## config.mk

```make
export PLATFORM = sky130hd
export DESIGN_NAME = structured_mesh_connectivity_gen
export DESIGN_NICKNAME = d
export VERILOG_FILES = /design/src/rtl/smcg_pkg.sv /design/src/rtl/smcg_front.sv /design/src/rtl/smcg_queue.sv /design/src/rtl/smcg_back.sv /design/src/rtl/structured_mesh_connectivity_gen.sv
export SDC_FILE = /design/constraint.sdc
export NUM_CORES = 2
export LEC_CHECK = 0
export ABC_AREA = 1
export CAP_MARGIN = 25
export CELL_PAD_IN_SITES_DETAIL_PLACEMENT = 0
export CELL_PAD_IN_SITES_GLOBAL_PLACEMENT = 1
export CORE_ASPECT_RATIO = 0.7
export CORE_MARGIN = 2
export CORE_UTILIZATION = 50
export CTS_CLUSTER_DIAMETER = 60
export CTS_CLUSTER_SIZE = 10
export DETAILED_ROUTE_END_ITERATION = 12
export DONT_BUFFER_PORTS = 1
export PLACE_DENSITY = 0.84
export SLEW_MARGIN = 20
export SYNTH_ARGS = -nofsm -noshare
export SYNTH_HDL_FRONTEND = slang
export SYNTH_SLANG_ARGS = --single-unit
```

## constraint.sdc

```tcl
create_clock -name clk -period 19.6 [get_ports clk]
set_input_delay 2.94 -clock clk [delete_from_list [all_inputs] [get_ports clk]]
set_output_delay 2.94 -clock clk [all_outputs]
set_load 0.02 [all_outputs]
```

## src/rtl/smcg_pkg.sv

```systemverilog
// Shared types and constants for the structured mesh connectivity generator.
// Used by the front end, the command queue, the back end and the top level.
// No dependencies.
package smcg_pkg;

  // Field widths
  localparam int unsigned AXIS_W  = 8;
  localparam int unsigned SHAPE_W = 3;
  localparam int unsigned CELL_W  = 27;
  localparam int unsigned VERT_W  = 24;
  localparam int unsigned COUNT_W = 4;
  localparam int unsigned CIDX_W  = 2;

  // Largest grid size honored; larger register values saturate
  localparam int unsigned MAX_CELLS_PER_AXIS = 255;

  // (n+1)^2 for n up to 255, and z*(n+1)+y
  localparam int unsigned SQ_W  = 17;
  localparam int unsigned ROW_W = 16;

  // Command queue between front and back end
  localparam int unsigned QDEPTH = 4;
  localparam int unsigned QPTR_W = $clog2(QDEPTH);
  localparam int unsigned QCNT_W = $clog2(QDEPTH + 1);

  // Cell shape codes
  localparam logic [SHAPE_W-1:0] SHAPE_INTERVAL = 3'd0;
  localparam logic [SHAPE_W-1:0] SHAPE_QUAD     = 3'd1;
  localparam logic [SHAPE_W-1:0] SHAPE_TRI      = 3'd2;
  localparam logic [SHAPE_W-1:0] SHAPE_HEX      = 3'd3;
  localparam logic [SHAPE_W-1:0] SHAPE_TET      = 3'd4;

  // Configuration register indexes
  localparam logic [CIDX_W-1:0] CFG_CELLS_PER_AXIS = 2'd0;
  localparam logic [CIDX_W-1:0] CFG_CELL_SHAPE     = 2'd1;

  // One brick ready for expansion into cells
  typedef struct packed {
    logic [CELL_W-1:0]  cell_num;
    logic [SHAPE_W-1:0] shape;
    logic [AXIS_W-1:0]  n;
    logic [VERT_W-1:0]  base;
    logic [SQ_W-1:0]    sq;
    logic               done;
  } cmd_t;

  // One emitted cell
  typedef struct packed {
    logic [CELL_W-1:0]           cell_number;
    logic [7:0][VERT_W-1:0]      corners;
    logic [COUNT_W-1:0]          corner_count;
    logic                        brick_last;
    logic                        grid_done;
  } res_t;

endpackage

```

## src/rtl/smcg_front.sv

```systemverilog
// Front end: configuration registers, brick walk state and base vertex pipeline.
// Accepts input items, decides whether a brick is emitted and issues commands.
// Depends on smcg_pkg.
module smcg_front (
  input  logic                          clk,
  input  logic                          rst_n,
  input  logic                          in_push,
  input  logic                          in_restart,
  output logic                          in_full,
  input  logic                          cfg_valid,
  input  logic [smcg_pkg::CIDX_W-1:0]   cfg_index,
  input  logic [smcg_pkg::AXIS_W-1:0]   cfg_data,
  output logic                          cfg_ready,
  input  logic [smcg_pkg::QCNT_W-1:0]   q_count,
  output logic                          cmd_valid,
  output smcg_pkg::cmd_t                cmd
);

  typedef struct packed {
    logic [smcg_pkg::CELL_W-1:0]  cell_num;
    logic [smcg_pkg::SHAPE_W-1:0] shape;
    logic [smcg_pkg::AXIS_W-1:0]  n;
    logic [smcg_pkg::ROW_W-1:0]   row;
    logic [smcg_pkg::AXIS_W-1:0]  bx;
    logic [smcg_pkg::SQ_W-1:0]    sq;
    logic                         done;
  } stage1_t;

  localparam logic [9:0] MAX_N = 10'(smcg_pkg::MAX_CELLS_PER_AXIS);

  logic [smcg_pkg::AXIS_W-1:0]  n_cfg_r;
  logic [smcg_pkg::SHAPE_W-1:0] shape_r;

  logic [smcg_pkg::AXIS_W-1:0]  bx_r, by_r, bz_r, bx_nxt, by_nxt, bz_nxt;
  logic [smcg_pkg::CELL_W-1:0]  cnt_r, cnt_nxt;
  logic                         fin_r, fin_nxt;

  logic                         s1_v_r, s2_v_r;
  stage1_t                      s1_r;
  smcg_pkg::cmd_t               s2_r;

  logic [smcg_pkg::QCNT_W:0]    occ;
  logic                         accept, emit;
  logic [smcg_pkg::AXIS_W-1:0]  n, ebx, eby, ebz, n_m1;
  logic [smcg_pkg::CELL_W-1:0]  ecnt;
  logic                         efin;
  logic                         is1d, is3d, shape_ok, oob, last;
  logic [smcg_pkg::CELL_W-1:0]  ncells;
  logic [8:0]                   np1, s1_np1;
  logic [16:0]                  row_full;
  logic [17:0]                  sq_full;
  logic [24:0]                  base_full;

  assign cfg_ready = 1'b1;

  // Write configuration registers
  always_ff @(posedge clk) begin
    if (!rst_n) begin
      n_cfg_r <= smcg_pkg::AXIS_W'(1);
      shape_r <= smcg_pkg::SHAPE_INTERVAL;
    end else if (cfg_valid) begin
      case (cfg_index)
        smcg_pkg::CFG_CELLS_PER_AXIS: n_cfg_r <= cfg_data;
        smcg_pkg::CFG_CELL_SHAPE:     shape_r <= cfg_data[smcg_pkg::SHAPE_W-1:0];
        default: ;
      endcase
    end
  end

  // Reserve queue space for every command still in the pipeline
  assign occ     = (smcg_pkg::QCNT_W+1)'(q_count) + (smcg_pkg::QCNT_W+1)'(s1_v_r)
                 + (smcg_pkg::QCNT_W+1)'(s2_v_r);
  assign in_full = occ >= (smcg_pkg::QCNT_W+1)'(smcg_pkg::QDEPTH);
  assign accept  = in_push && !in_full;

  // Classify the item against the current walk state
  always_comb begin
    n    = (10'(n_cfg_r) > MAX_N) ? smcg_pkg::AXIS_W'(MAX_N) : n_cfg_r;
    n_m1 = n - smcg_pkg::AXIS_W'(1);
    ebx  = in_restart ? '0 : bx_r;
    eby  = in_restart ? '0 : by_r;
    ebz  = in_restart ? '0 : bz_r;
    ecnt = in_restart ? '0 : cnt_r;
    efin = in_restart ? 1'b0 : fin_r;

    is1d     = shape_r == smcg_pkg::SHAPE_INTERVAL;
    is3d     = shape_r == smcg_pkg::SHAPE_HEX || shape_r == smcg_pkg::SHAPE_TET;
    shape_ok = shape_r <= smcg_pkg::SHAPE_TET;

    oob = (n == '0) || (ebx >= n) ||
          (is1d ? (eby != '0) : (eby >= n)) ||
          (is3d ? (ebz >= n) : (ebz != '0));
    last = (ebx == n_m1) && (is1d || eby == n_m1) && (!is3d || ebz == n_m1);

    case (shape_r)
      smcg_pkg::SHAPE_TET: ncells = smcg_pkg::CELL_W'(6);
      smcg_pkg::SHAPE_TRI: ncells = smcg_pkg::CELL_W'(2);
      default:             ncells = smcg_pkg::CELL_W'(1);
    endcase

    emit = accept && shape_ok && !efin && !oob;

    bx_nxt  = bx_r;
    by_nxt  = by_r;
    bz_nxt  = bz_r;
    cnt_nxt = cnt_r;
    fin_nxt = fin_r;
    if (accept) begin
      bx_nxt  = ebx;
      by_nxt  = eby;
      bz_nxt  = ebz;
      cnt_nxt = ecnt;
      fin_nxt = efin;
      if (shape_ok && !efin) begin
        if (oob) begin
          fin_nxt = 1'b1;
        end else begin
          cnt_nxt = ecnt + ncells;
          if (last) begin
            fin_nxt = 1'b1;
          end else if (ebx + smcg_pkg::AXIS_W'(1) >= n) begin
            bx_nxt = '0;
            if (eby + smcg_pkg::AXIS_W'(1) >= n) begin
              by_nxt = '0;
              bz_nxt = ebz + smcg_pkg::AXIS_W'(1);
            end else begin
              by_nxt = eby + smcg_pkg::AXIS_W'(1);
            end
          end else begin
            bx_nxt = ebx + smcg_pkg::AXIS_W'(1);
          end
        end
      end
    end
  end

  // Hold walk state
  always_ff @(posedge clk) begin
    if (!rst_n) begin
      bx_r  <= '0;
      by_r  <= '0;
      bz_r  <= '0;
      cnt_r <= '0;
      fin_r <= 1'b0;
    end else begin
      bx_r  <= bx_nxt;
      by_r  <= by_nxt;
      bz_r  <= bz_nxt;
      cnt_r <= cnt_nxt;
      fin_r <= fin_nxt;
    end
  end

  // First multiply: row index z*(n+1)+y and plane size (n+1)^2
  assign np1      = 9'(n) + 9'd1;
  assign row_full = 17'(ebz) * 17'(np1) + 17'(eby);
  assign sq_full  = 18'(np1) * 18'(np1);

  // Second multiply: base vertex row*(n+1)+x, kept modulo 2^24
  assign s1_np1    = 9'(s1_r.n) + 9'd1;
  assign base_full = 25'(s1_r.row) * 25'(s1_np1) + 25'(s1_r.bx);

  // Advance the base vertex pipeline; queue space is already reserved
  always_ff @(posedge clk) begin
    if (!rst_n) begin
      s1_v_r <= 1'b0;
      s2_v_r <= 1'b0;
    end else begin
      s1_v_r <= emit;
      s2_v_r <= s1_v_r;
    end
  end

  always_ff @(posedge clk) begin
    s1_r.cell_num <= ecnt;
    s1_r.shape    <= shape_r;
    s1_r.n        <= n;
    s1_r.row      <= row_full[smcg_pkg::ROW_W-1:0];
    s1_r.bx       <= ebx;
    s1_r.sq       <= sq_full[smcg_pkg::SQ_W-1:0];
    s1_r.done     <= last;

    s2_r.cell_num <= s1_r.cell_num;
    s2_r.shape    <= s1_r.shape;
    s2_r.n        <= s1_r.n;
    s2_r.base     <= base_full[smcg_pkg::VERT_W-1:0];
    s2_r.sq       <= s1_r.sq;
    s2_r.done     <= s1_r.done;
  end

  assign cmd_valid = s2_v_r;
  assign cmd       = s2_r;

endmodule

```

## src/rtl/smcg_queue.sv

```systemverilog
// Short command queue between the front end and the back end.
// Show-ahead FIFO of brick commands. Depends on smcg_pkg.
module smcg_queue (
  input  logic                          clk,
  input  logic                          rst_n,
  input  logic                          push,
  input  smcg_pkg::cmd_t                push_data,
  input  logic                          pop,
  output smcg_pkg::cmd_t                head,
  output logic                          nonempty,
  output logic [smcg_pkg::QCNT_W-1:0]   count
);

  smcg_pkg::cmd_t                mem_r [smcg_pkg::QDEPTH];
  logic [smcg_pkg::QPTR_W-1:0]   wr_ptr_r, rd_ptr_r;
  logic [smcg_pkg::QCNT_W-1:0]   cnt_r;
  logic                          do_pop;

  assign do_pop   = pop && (cnt_r != '0);
  assign head     = mem_r[rd_ptr_r];
  assign nonempty = cnt_r != '0;
  assign count    = cnt_r;

  // Store pushed commands
  always_ff @(posedge clk) begin
    if (push) begin
      mem_r[wr_ptr_r] <= push_data;
    end
  end

  // Advance pointers and occupancy
  always_ff @(posedge clk) begin
    if (!rst_n) begin
      wr_ptr_r <= '0;
      rd_ptr_r <= '0;
      cnt_r    <= '0;
    end else begin
      if (push) begin
        wr_ptr_r <= wr_ptr_r + smcg_pkg::QPTR_W'(1);
      end
      if (do_pop) begin
        rd_ptr_r <= rd_ptr_r + smcg_pkg::QPTR_W'(1);
      end
      cnt_r <= cnt_r + smcg_pkg::QCNT_W'(push) - smcg_pkg::QCNT_W'(do_pop);
    end
  end

endmodule

```

## src/rtl/smcg_back.sv

```systemverilog
// Back end: expands brick commands into cells, one per cycle unless stalled.
// Holds the result register read by the output channel. Depends on smcg_pkg.
module smcg_back (
  input  logic             clk,
  input  logic             rst_n,
  input  smcg_pkg::cmd_t   q_head,
  input  logic             q_nonempty,
  output logic             q_pop,
  input  logic             out_pop,
  output logic             out_empty,
  output smcg_pkg::res_t   res
);

  typedef struct packed {
    logic [7:0][2:0]               sel;
    logic [smcg_pkg::COUNT_W-1:0]  count;
  } layout_t;

  logic [2:0]      idx_r;
  logic            out_v_r;
  smcg_pkg::res_t  res_r, res_nxt;
  logic            advance, last_cell;
  logic [2:0]      last_idx;
  layout_t         lay;

  // Corner ordering of cell idx within a brick of the given shape
  function automatic layout_t cell_layout(input logic [smcg_pkg::SHAPE_W-1:0] shape,
                                          input logic [2:0] idx);
    layout_t l;
    l.sel   = '0;
    l.count = smcg_pkg::COUNT_W'(4);
    case (shape)
      smcg_pkg::SHAPE_INTERVAL: begin
        l.sel[1] = 3'd1;
        l.count  = smcg_pkg::COUNT_W'(2);
      end
      smcg_pkg::SHAPE_QUAD: begin
        l.sel[1] = 3'd1; l.sel[2] = 3'd3; l.sel[3] = 3'd2;
      end
      smcg_pkg::SHAPE_TRI: begin
        l.sel[1] = (idx == 3'd0) ? 3'd1 : 3'd2;
        l.sel[2] = 3'd3;
        l.count  = smcg_pkg::COUNT_W'(3);
      end
      smcg_pkg::SHAPE_HEX: begin
        l.sel[1] = 3'd1; l.sel[2] = 3'd3; l.sel[3] = 3'd2;
        l.sel[4] = 3'd4; l.sel[5] = 3'd5; l.sel[6] = 3'd7; l.sel[7] = 3'd6;
        l.count  = smcg_pkg::COUNT_W'(8);
      end
      default: begin
        case (idx)
          3'd0: begin l.sel[1] = 3'd1; l.sel[2] = 3'd3; l.sel[3] = 3'd7; end
          3'd1: begin l.sel[1] = 3'd1; l.sel[2] = 3'd7; l.sel[3] = 3'd5; end
          3'd2: begin l.sel[1] = 3'd5; l.sel[2] = 3'd7; l.sel[3] = 3'd4; end
          3'd3: begin l.sel[1] = 3'd3; l.sel[2] = 3'd2; l.sel[3] = 3'd7; end
          3'd4: begin l.sel[1] = 3'd6; l.sel[2] = 3'd4; l.sel[3] = 3'd7; end
          default: begin l.sel[1] = 3'd2; l.sel[2] = 3'd6; l.sel[3] = 3'd7; end
        endcase
      end
    endcase
    return l;
  endfunction

  // Offset of brick corner k from the base vertex
  function automatic logic [smcg_pkg::VERT_W-1:0] corner_offset(
      input logic [2:0] k,
      input logic [smcg_pkg::AXIS_W-1:0] n,
      input logic [smcg_pkg::SQ_W-1:0] sq);
    logic [smcg_pkg::VERT_W-1:0] np1, plane;
    np1   = smcg_pkg::VERT_W'(n) + smcg_pkg::VERT_W'(1);
    plane = smcg_pkg::VERT_W'(sq);
    case (k)
      3'd0:    return '0;
      3'd1:    return smcg_pkg::VERT_W'(1);
      3'd2:    return np1;
      3'd3:    return np1 + smcg_pkg::VERT_W'(1);
      3'd4:    return plane;
      3'd5:    return plane + smcg_pkg::VERT_W'(1);
      3'd6:    return plane + np1;
      default: return plane + np1 + smcg_pkg::VERT_W'(1);
    endcase
  endfunction

  // Pick the last cell index of the head brick
  always_comb begin
    case (q_head.shape)
      smcg_pkg::SHAPE_TET: last_idx = 3'd5;
      smcg_pkg::SHAPE_TRI: last_idx = 3'd1;
      default:             last_idx = 3'd0;
    endcase
  end

  assign advance   = q_nonempty && (!out_v_r || out_pop);
  assign last_cell = idx_r == last_idx;
  assign q_pop     = advance && last_cell;
  assign lay       = cell_layout(q_head.shape, idx_r);

  // Build the next cell
  always_comb begin
    res_nxt.cell_number  = q_head.cell_num + smcg_pkg::CELL_W'(idx_r);
    res_nxt.corner_count = lay.count;
    res_nxt.brick_last   = last_cell;
    res_nxt.grid_done    = q_head.done;
    for (int c = 0; c < 8; c++) begin
      if (smcg_pkg::COUNT_W'(c) < lay.count) begin
        res_nxt.corners[c] = q_head.base + corner_offset(lay.sel[c], q_head.n, q_head.sq);
      end else begin
        res_nxt.corners[c] = '0;
      end
    end
  end

  // Step through the cells of the head brick
  always_ff @(posedge clk) begin
    if (!rst_n) begin
      idx_r   <= '0;
      out_v_r <= 1'b0;
    end else begin
      if (advance) begin
        idx_r   <= last_cell ? 3'd0 : idx_r + 3'd1;
        out_v_r <= 1'b1;
      end else if (out_pop) begin
        out_v_r <= 1'b0;
      end
    end
  end

  // Load the result register
  always_ff @(posedge clk) begin
    if (advance) begin
      res_r <= res_nxt;
    end
  end

  assign out_empty = !out_v_r;
  assign res       = res_r;

endmodule

```

## src/rtl/structured_mesh_connectivity_gen.sv

```systemverilog
// Structured grid cell connectivity generator, top level.
// Instantiates smcg_front, smcg_queue and smcg_back; depends on smcg_pkg.
//
// Usage:
//   Input channel (in_push / in_full, payload in_restart): each transfer steps
//   the walk by one brick, x fastest, then y, then z. in_restart = 1 returns to
//   brick zero and cell number zero first. Once the last brick is out, items
//   give no cells until a restart.
//   Result channel (out_empty / out_pop): one cell per transfer, with its global
//   number, up to eight vertex indices (unused ones zero), corner count, a
//   last-cell-of-brick flag and a final-brick flag.
//   Configuration (cfg_valid / cfg_ready, cfg_index, cfg_data): index 0 sets
//   cells per axis, index 1 the cell shape. cfg_ready is always high.
// Flow:
//   The first cell of a brick passes the first multiply stage, the second
//   multiply stage, the queue write and the result register in that order;
//   the result register waits while the receiver stalls.
//   The back end sends one cell per cycle while the receiver keeps up, and a
//   brick gives one cell for interval, quad and hex shapes, two for triangles
//   and six for tetrahedra. A four-entry command queue decouples the two ends.
//   When the receiver stalls, the queue fills and in_full rises; nothing is lost.
//   Reset (rst_n low, synchronous) empties the queue and result register,
//   restores cells per axis 1 and the interval shape, and rewinds the walk.
module structured_mesh_connectivity_gen (
  input  logic                          clk,
  input  logic                          rst_n,
  input  logic                          in_push,
  output logic                          in_full,
  input  logic                          in_restart,
  output logic                          out_empty,
  input  logic                          out_pop,
  output logic [smcg_pkg::CELL_W-1:0]   out_cell_number,
  output logic [smcg_pkg::VERT_W-1:0]   out_corner_a,
  output logic [smcg_pkg::VERT_W-1:0]   out_corner_b,
  output logic [smcg_pkg::VERT_W-1:0]   out_corner_c,
  output logic [smcg_pkg::VERT_W-1:0]   out_corner_d,
  output logic [smcg_pkg::VERT_W-1:0]   out_corner_e,
  output logic [smcg_pkg::VERT_W-1:0]   out_corner_f,
  output logic [smcg_pkg::VERT_W-1:0]   out_corner_g,
  output logic [smcg_pkg::VERT_W-1:0]   out_corner_h,
  output logic [smcg_pkg::COUNT_W-1:0]  out_corner_count,
  output logic                          out_brick_last,
  output logic                          out_grid_done,
  input  logic                          cfg_valid,
  output logic                          cfg_ready,
  input  logic [smcg_pkg::CIDX_W-1:0]   cfg_index,
  input  logic [smcg_pkg::AXIS_W-1:0]   cfg_data
);

  logic                          cmd_valid;
  smcg_pkg::cmd_t                cmd;
  smcg_pkg::cmd_t                q_head;
  logic                          q_nonempty, q_pop;
  logic [smcg_pkg::QCNT_W-1:0]   q_count;
  smcg_pkg::res_t                res;

  smcg_front u_front (
    .clk        (clk),
    .rst_n      (rst_n),
    .in_push    (in_push),
    .in_restart (in_restart),
    .in_full    (in_full),
    .cfg_valid  (cfg_valid),
    .cfg_index  (cfg_index),
    .cfg_data   (cfg_data),
    .cfg_ready  (cfg_ready),
    .q_count    (q_count),
    .cmd_valid  (cmd_valid),
    .cmd        (cmd)
  );

  smcg_queue u_queue (
    .clk       (clk),
    .rst_n     (rst_n),
    .push      (cmd_valid),
    .push_data (cmd),
    .pop       (q_pop),
    .head      (q_head),
    .nonempty  (q_nonempty),
    .count     (q_count)
  );

  smcg_back u_back (
    .clk        (clk),
    .rst_n      (rst_n),
    .q_head     (q_head),
    .q_nonempty (q_nonempty),
    .q_pop      (q_pop),
    .out_pop    (out_pop),
    .out_empty  (out_empty),
    .res        (res)
  );

  // Unpack the result register onto the ports
  assign out_cell_number  = res.cell_number;
  assign out_corner_a     = res.corners[0];
  assign out_corner_b     = res.corners[1];
  assign out_corner_c     = res.corners[2];
  assign out_corner_d     = res.corners[3];
  assign out_corner_e     = res.corners[4];
  assign out_corner_f     = res.corners[5];
  assign out_corner_g     = res.corners[6];
  assign out_corner_h     = res.corners[7];
  assign out_corner_count = res.corner_count;
  assign out_brick_last   = res.brick_last;
  assign out_grid_done    = res.grid_done;

`ifndef SYNTHESIS
  // Reserved space means a command never meets a full queue
  a_queue_room: assert property (@(posedge clk) disable iff (!rst_n)
    cmd_valid |-> (q_count < smcg_pkg::QCNT_W'(smcg_pkg::QDEPTH)))
    else $error("command pushed into a full queue");

  // Only triangle and tetrahedron bricks have more than one cell
  a_multi_cell: assert property (@(posedge clk) disable iff (!rst_n)
    (!out_empty && !out_brick_last) |->
      (out_corner_count == smcg_pkg::COUNT_W'(3) ||
       out_corner_count == smcg_pkg::COUNT_W'(4)))
    else $error("non-final cell from a single-cell shape");

  // Corner count is one of the supported shapes
  a_corner_count: assert property (@(posedge clk) disable iff (!rst_n)
    !out_empty |->
      (out_corner_count == smcg_pkg::COUNT_W'(2) ||
       out_corner_count == smcg_pkg::COUNT_W'(3) ||
       out_corner_count == smcg_pkg::COUNT_W'(4) ||
       out_corner_count == smcg_pkg::COUNT_W'(8)))
    else $error("bad corner count");

  // The queue is popped only when a command is there
  a_pop_nonempty: assert property (@(posedge clk) disable iff (!rst_n)
    q_pop |-> q_nonempty)
    else $error("queue popped while empty");
`endif

endmodule
```

==> results.sh <==
export IMPL_grt_total_usage=0.3002
export IMPL_max_cap_viol_count=0
export IMPL_cp_max_fo=82
export IMPL_setup_tns_ns=0
export IMPL_min_period_over_period=0.4137
export IMPL_drive_above_1_share=0.04887
export IMPL_viasPerCell=5.722
export IMPL_start_util=0.5040
export IMPL_final_cell_mix="1,107 x nand2_1, 675 x inv_1, 583 x nor2_1"
export IMPL_htreeDepth=3
export IMPL_gp_congestion=0.9779
export IMPL_cp_data_arrival_time_ns=8.49
export IMPL_place_inst=6624
export IMPL_worstPathRequired_ns=19.98
export IMPL_routed_wl_mm=149.3
export IMPL_synth_ff_type="edfxtp_1"
export IMPL_combPwrFrac=0.496
export IMPL_synthTopCellsByArea="edfxtp_1 34%, dfxtp_1 9.8%, ha_1 8.9%"
export IMPL_drtIter0Drc=4451
export IMPL_fillers=8698
export IMPL_die_area_um2=99240
export IMPL_internal_power_mw=4.368
export IMPL_cts_tree="done"
export IMPL_cts_resized=0
export IMPL_die_y_um=264.2
export IMPL_switchingPower_mw=4.255
export IMPL_cts_sinks=777
export IMPL_drtAntennaViolNets=0
export IMPL_core_um2=95920
export IMPL_synth_seq_cells=777
export IMPL_drc=0
export IMPL_grt_max_degree=83
export IMPL_synth_top_area_share=0.3360
export IMPL_start_kind="register"
export IMPL_ios=244
export IMPL_tightest_slew_ns=1.125
export IMPL_yosys_warnings=0
export IMPL_hold_viol=0
export IMPL_pwr_density_cell_nw_per_um2=164.5
export IMPL_stdcell_count=6787
export IMPL_power_frac_seq=0.319
export IMPL_period_minus_slack_ns=8.108
export IMPL_fin_skew_ns=0.03650
export IMPL_syn_area_um2=48350
export IMPL_final_common_cell="nand2_1"
export IMPL_synth_largest_area_cell="edfxtp_1"
export IMPL_vias=38840
export IMPL_io_buffer_count=0
export IMPL_row_count=95
export IMPL_grt_ovfl_total=0
export IMPL_synth_distinct_cells=66
export IMPL_synth_seq_area_share=0.4337
export IMPL_syn_inst=5438
export IMPL_vdd_drop_max_mv=0.1257
export IMPL_first_pass_iters=6
export IMPL_hpwl_mm=113.0
export IMPL_crit_type="reg -> reg"
export IMPL_fmax_mhz=123.3
export IMPL_finish_utilization=0.5466
export IMPL_cts_buffers=91
export IMPL_cp_common_cell="nand2_1"
export IMPL_p_sw_frac=0.4934
export IMPL_cp_end_kind="register"
export IMPL_die_w_um=375.7
export IMPL_postCtsHoldBufs=0
export IMPL_areaGrowthSynthToFinish_pct=8.447
export IMPL_clk_latency_ns=0.70
export IMPL_grt_pass1_wl_mm=226.1
export IMPL_synth_edf_count=541
export IMPL_synth_avg_cell_area_um2=8.891
export IMPL_slew_headroom=0.2378
export IMPL_holdCritPathClass="reg -> reg"
export IMPL_cts_root_buf="clkbuf_16"
export IMPL_clkSlewWorstSetupHoldPaths_ns=0.05
export IMPL_slowest_delay_ns=0.77
export IMPL_async_flop_share=0
export IMPL_status="complete, no violations"
export IMPL_clkPwrFrac=0.185
export IMPL_postCtsSetupBuffers=0
export IMPL_fin_nets=6009
export IMPL_rsz0062_at_grt="no"
export IMPL_grt_pass1_vias=35820
export IMPL_cpMaxStageDelayCell="buf_4"
export IMPL_clockBufferDepth=3
export IMPL_leakage_nw=22.97
export IMPL_maxSlewViolCount=0
export IMPL_setup_viol=0
export IMPL_post_drt_wl_per_cell_um=21.99
export IMPL_antenna_found_initial=3
[path summary, 6_finish.rpt]
| path | start | end | slack (ns) | cells after the start |
|---|---|---|---|---|
| worst max-delay path | register | u_back.res[99] | 11.49 | 28 |
| worst min-delay path | u_front.s1_r[62] | u_front.cmd[62] | 0.32 | 0 |
| worst max register to register | register | u_back.res[99] | 11.49 | 28 |
| worst min register to register | u_front.s1_r[62] | u_front.cmd[62] | 0.32 | 0 |
[cells by family after synthesis]
kind of cell / synth area share
AO/OA/AOI/OAI: 0.1143
AND/OR/NAND/NOR: 0.1818
adder cells (fa/ha/maj): 0.1693
flip-flops: 0.4337
other: 0.0001553
buffers and inverters: 0.07184
XOR/XNOR: 0.02893
[state kept, by name, indices dropped and copies added, names as in the netlist, 2 cells and up, named ones only]
register          count
u_front.cmd          79
u_queue.rd_ptr_r      2
u_queue.mem_r       316
u_front.by_r          8
u_front.n             8
u_back.res          225
u_back.idx_r          3
u_front.bx_r          8
u_queue.count         3
u_queue.wr_ptr_r      2
u_front.s1_r         79
u_front.shape_r       3
u_front.cnt_r        27
u_front.bz_r          8
[final cells by class]
type,instances,area (um^2),share of cell area
antenna,1,2.502,0.00004773
clock buffer,149,2557,0.04878
clock inverter,13,237.7,0.004534
inverter,719,2710,0.05169
multi-input combinational,3814,23970,0.4572
sequential,777,20980,0.4000
tap,1261,1578,0.03009
timing repair buffer,53,397.9,0.007589
[stage by stage]
step / setup WS [ns] / hold WS, ns / power (mW) / area (um^2)
3_5_place_dp: 11.42 / 0.3144 / 6.898 / 49630
5_1_grt: 11.07 / 0.3294 / 9.113 / 52430
4_1_cts: 11.74 / 0.3223 / 8.516 / 52430
3_3_place_gp: 11.55 / 0.3105 / 6.912 / 49630
6_report: 11.49 / 0.3218 / 8.623 / 52430
2_1_floorplan: 3.172 / 0.3096 / 5.566 / 48390
[synth_stat cells, drive strengths merged (66+ instances only)]
library cell / count
o21ai: 312
nor2: 605
inv: 704
buf: 73
edfxtp: 541
nand2: 1125
xor2: 105
fa: 195
ha: 342
clkbuf: 66
a21oi: 427
dfxtp: 236
o22ai: 76
nand3: 255
[per-layer routing]
layer	part of all wire	track usage	up-vias	routed length, um
met3	0.096	0.06315	172	14270
met5	0	0.001451	-	0
met2	0.40	0.4094	1683	59110
li1	-	-	18230	-
met4	0.019	0.06361	0	2774
met1	0.49	0.4814	18750	73120
[power by group through the flow]
stage / registers, mW / clock network (mW) / logic [mW]
after CTS: 2.76 / 1.62 / 4.13
after floorplan: 2.84 / 0 / 2.73
after detailed placement: 2.79 / 0 / 4.11
after global routing: 2.78 / 1.69 / 4.65
after global placement: 2.79 / 0 / 4.13
final: 2.75 / 1.60 / 4.27
[critical path, delay by kind of cell, from the launching register on]
kind	cells	cell delay, ns
AOI/OAI and AO/OA	8	2.55
and+or+nand+nor	14	2.31
adders and majority gates	2	0.75
buffers and inverters	4	1.75
DFF	1	0.36
Power figures use the tool's default switching activity.
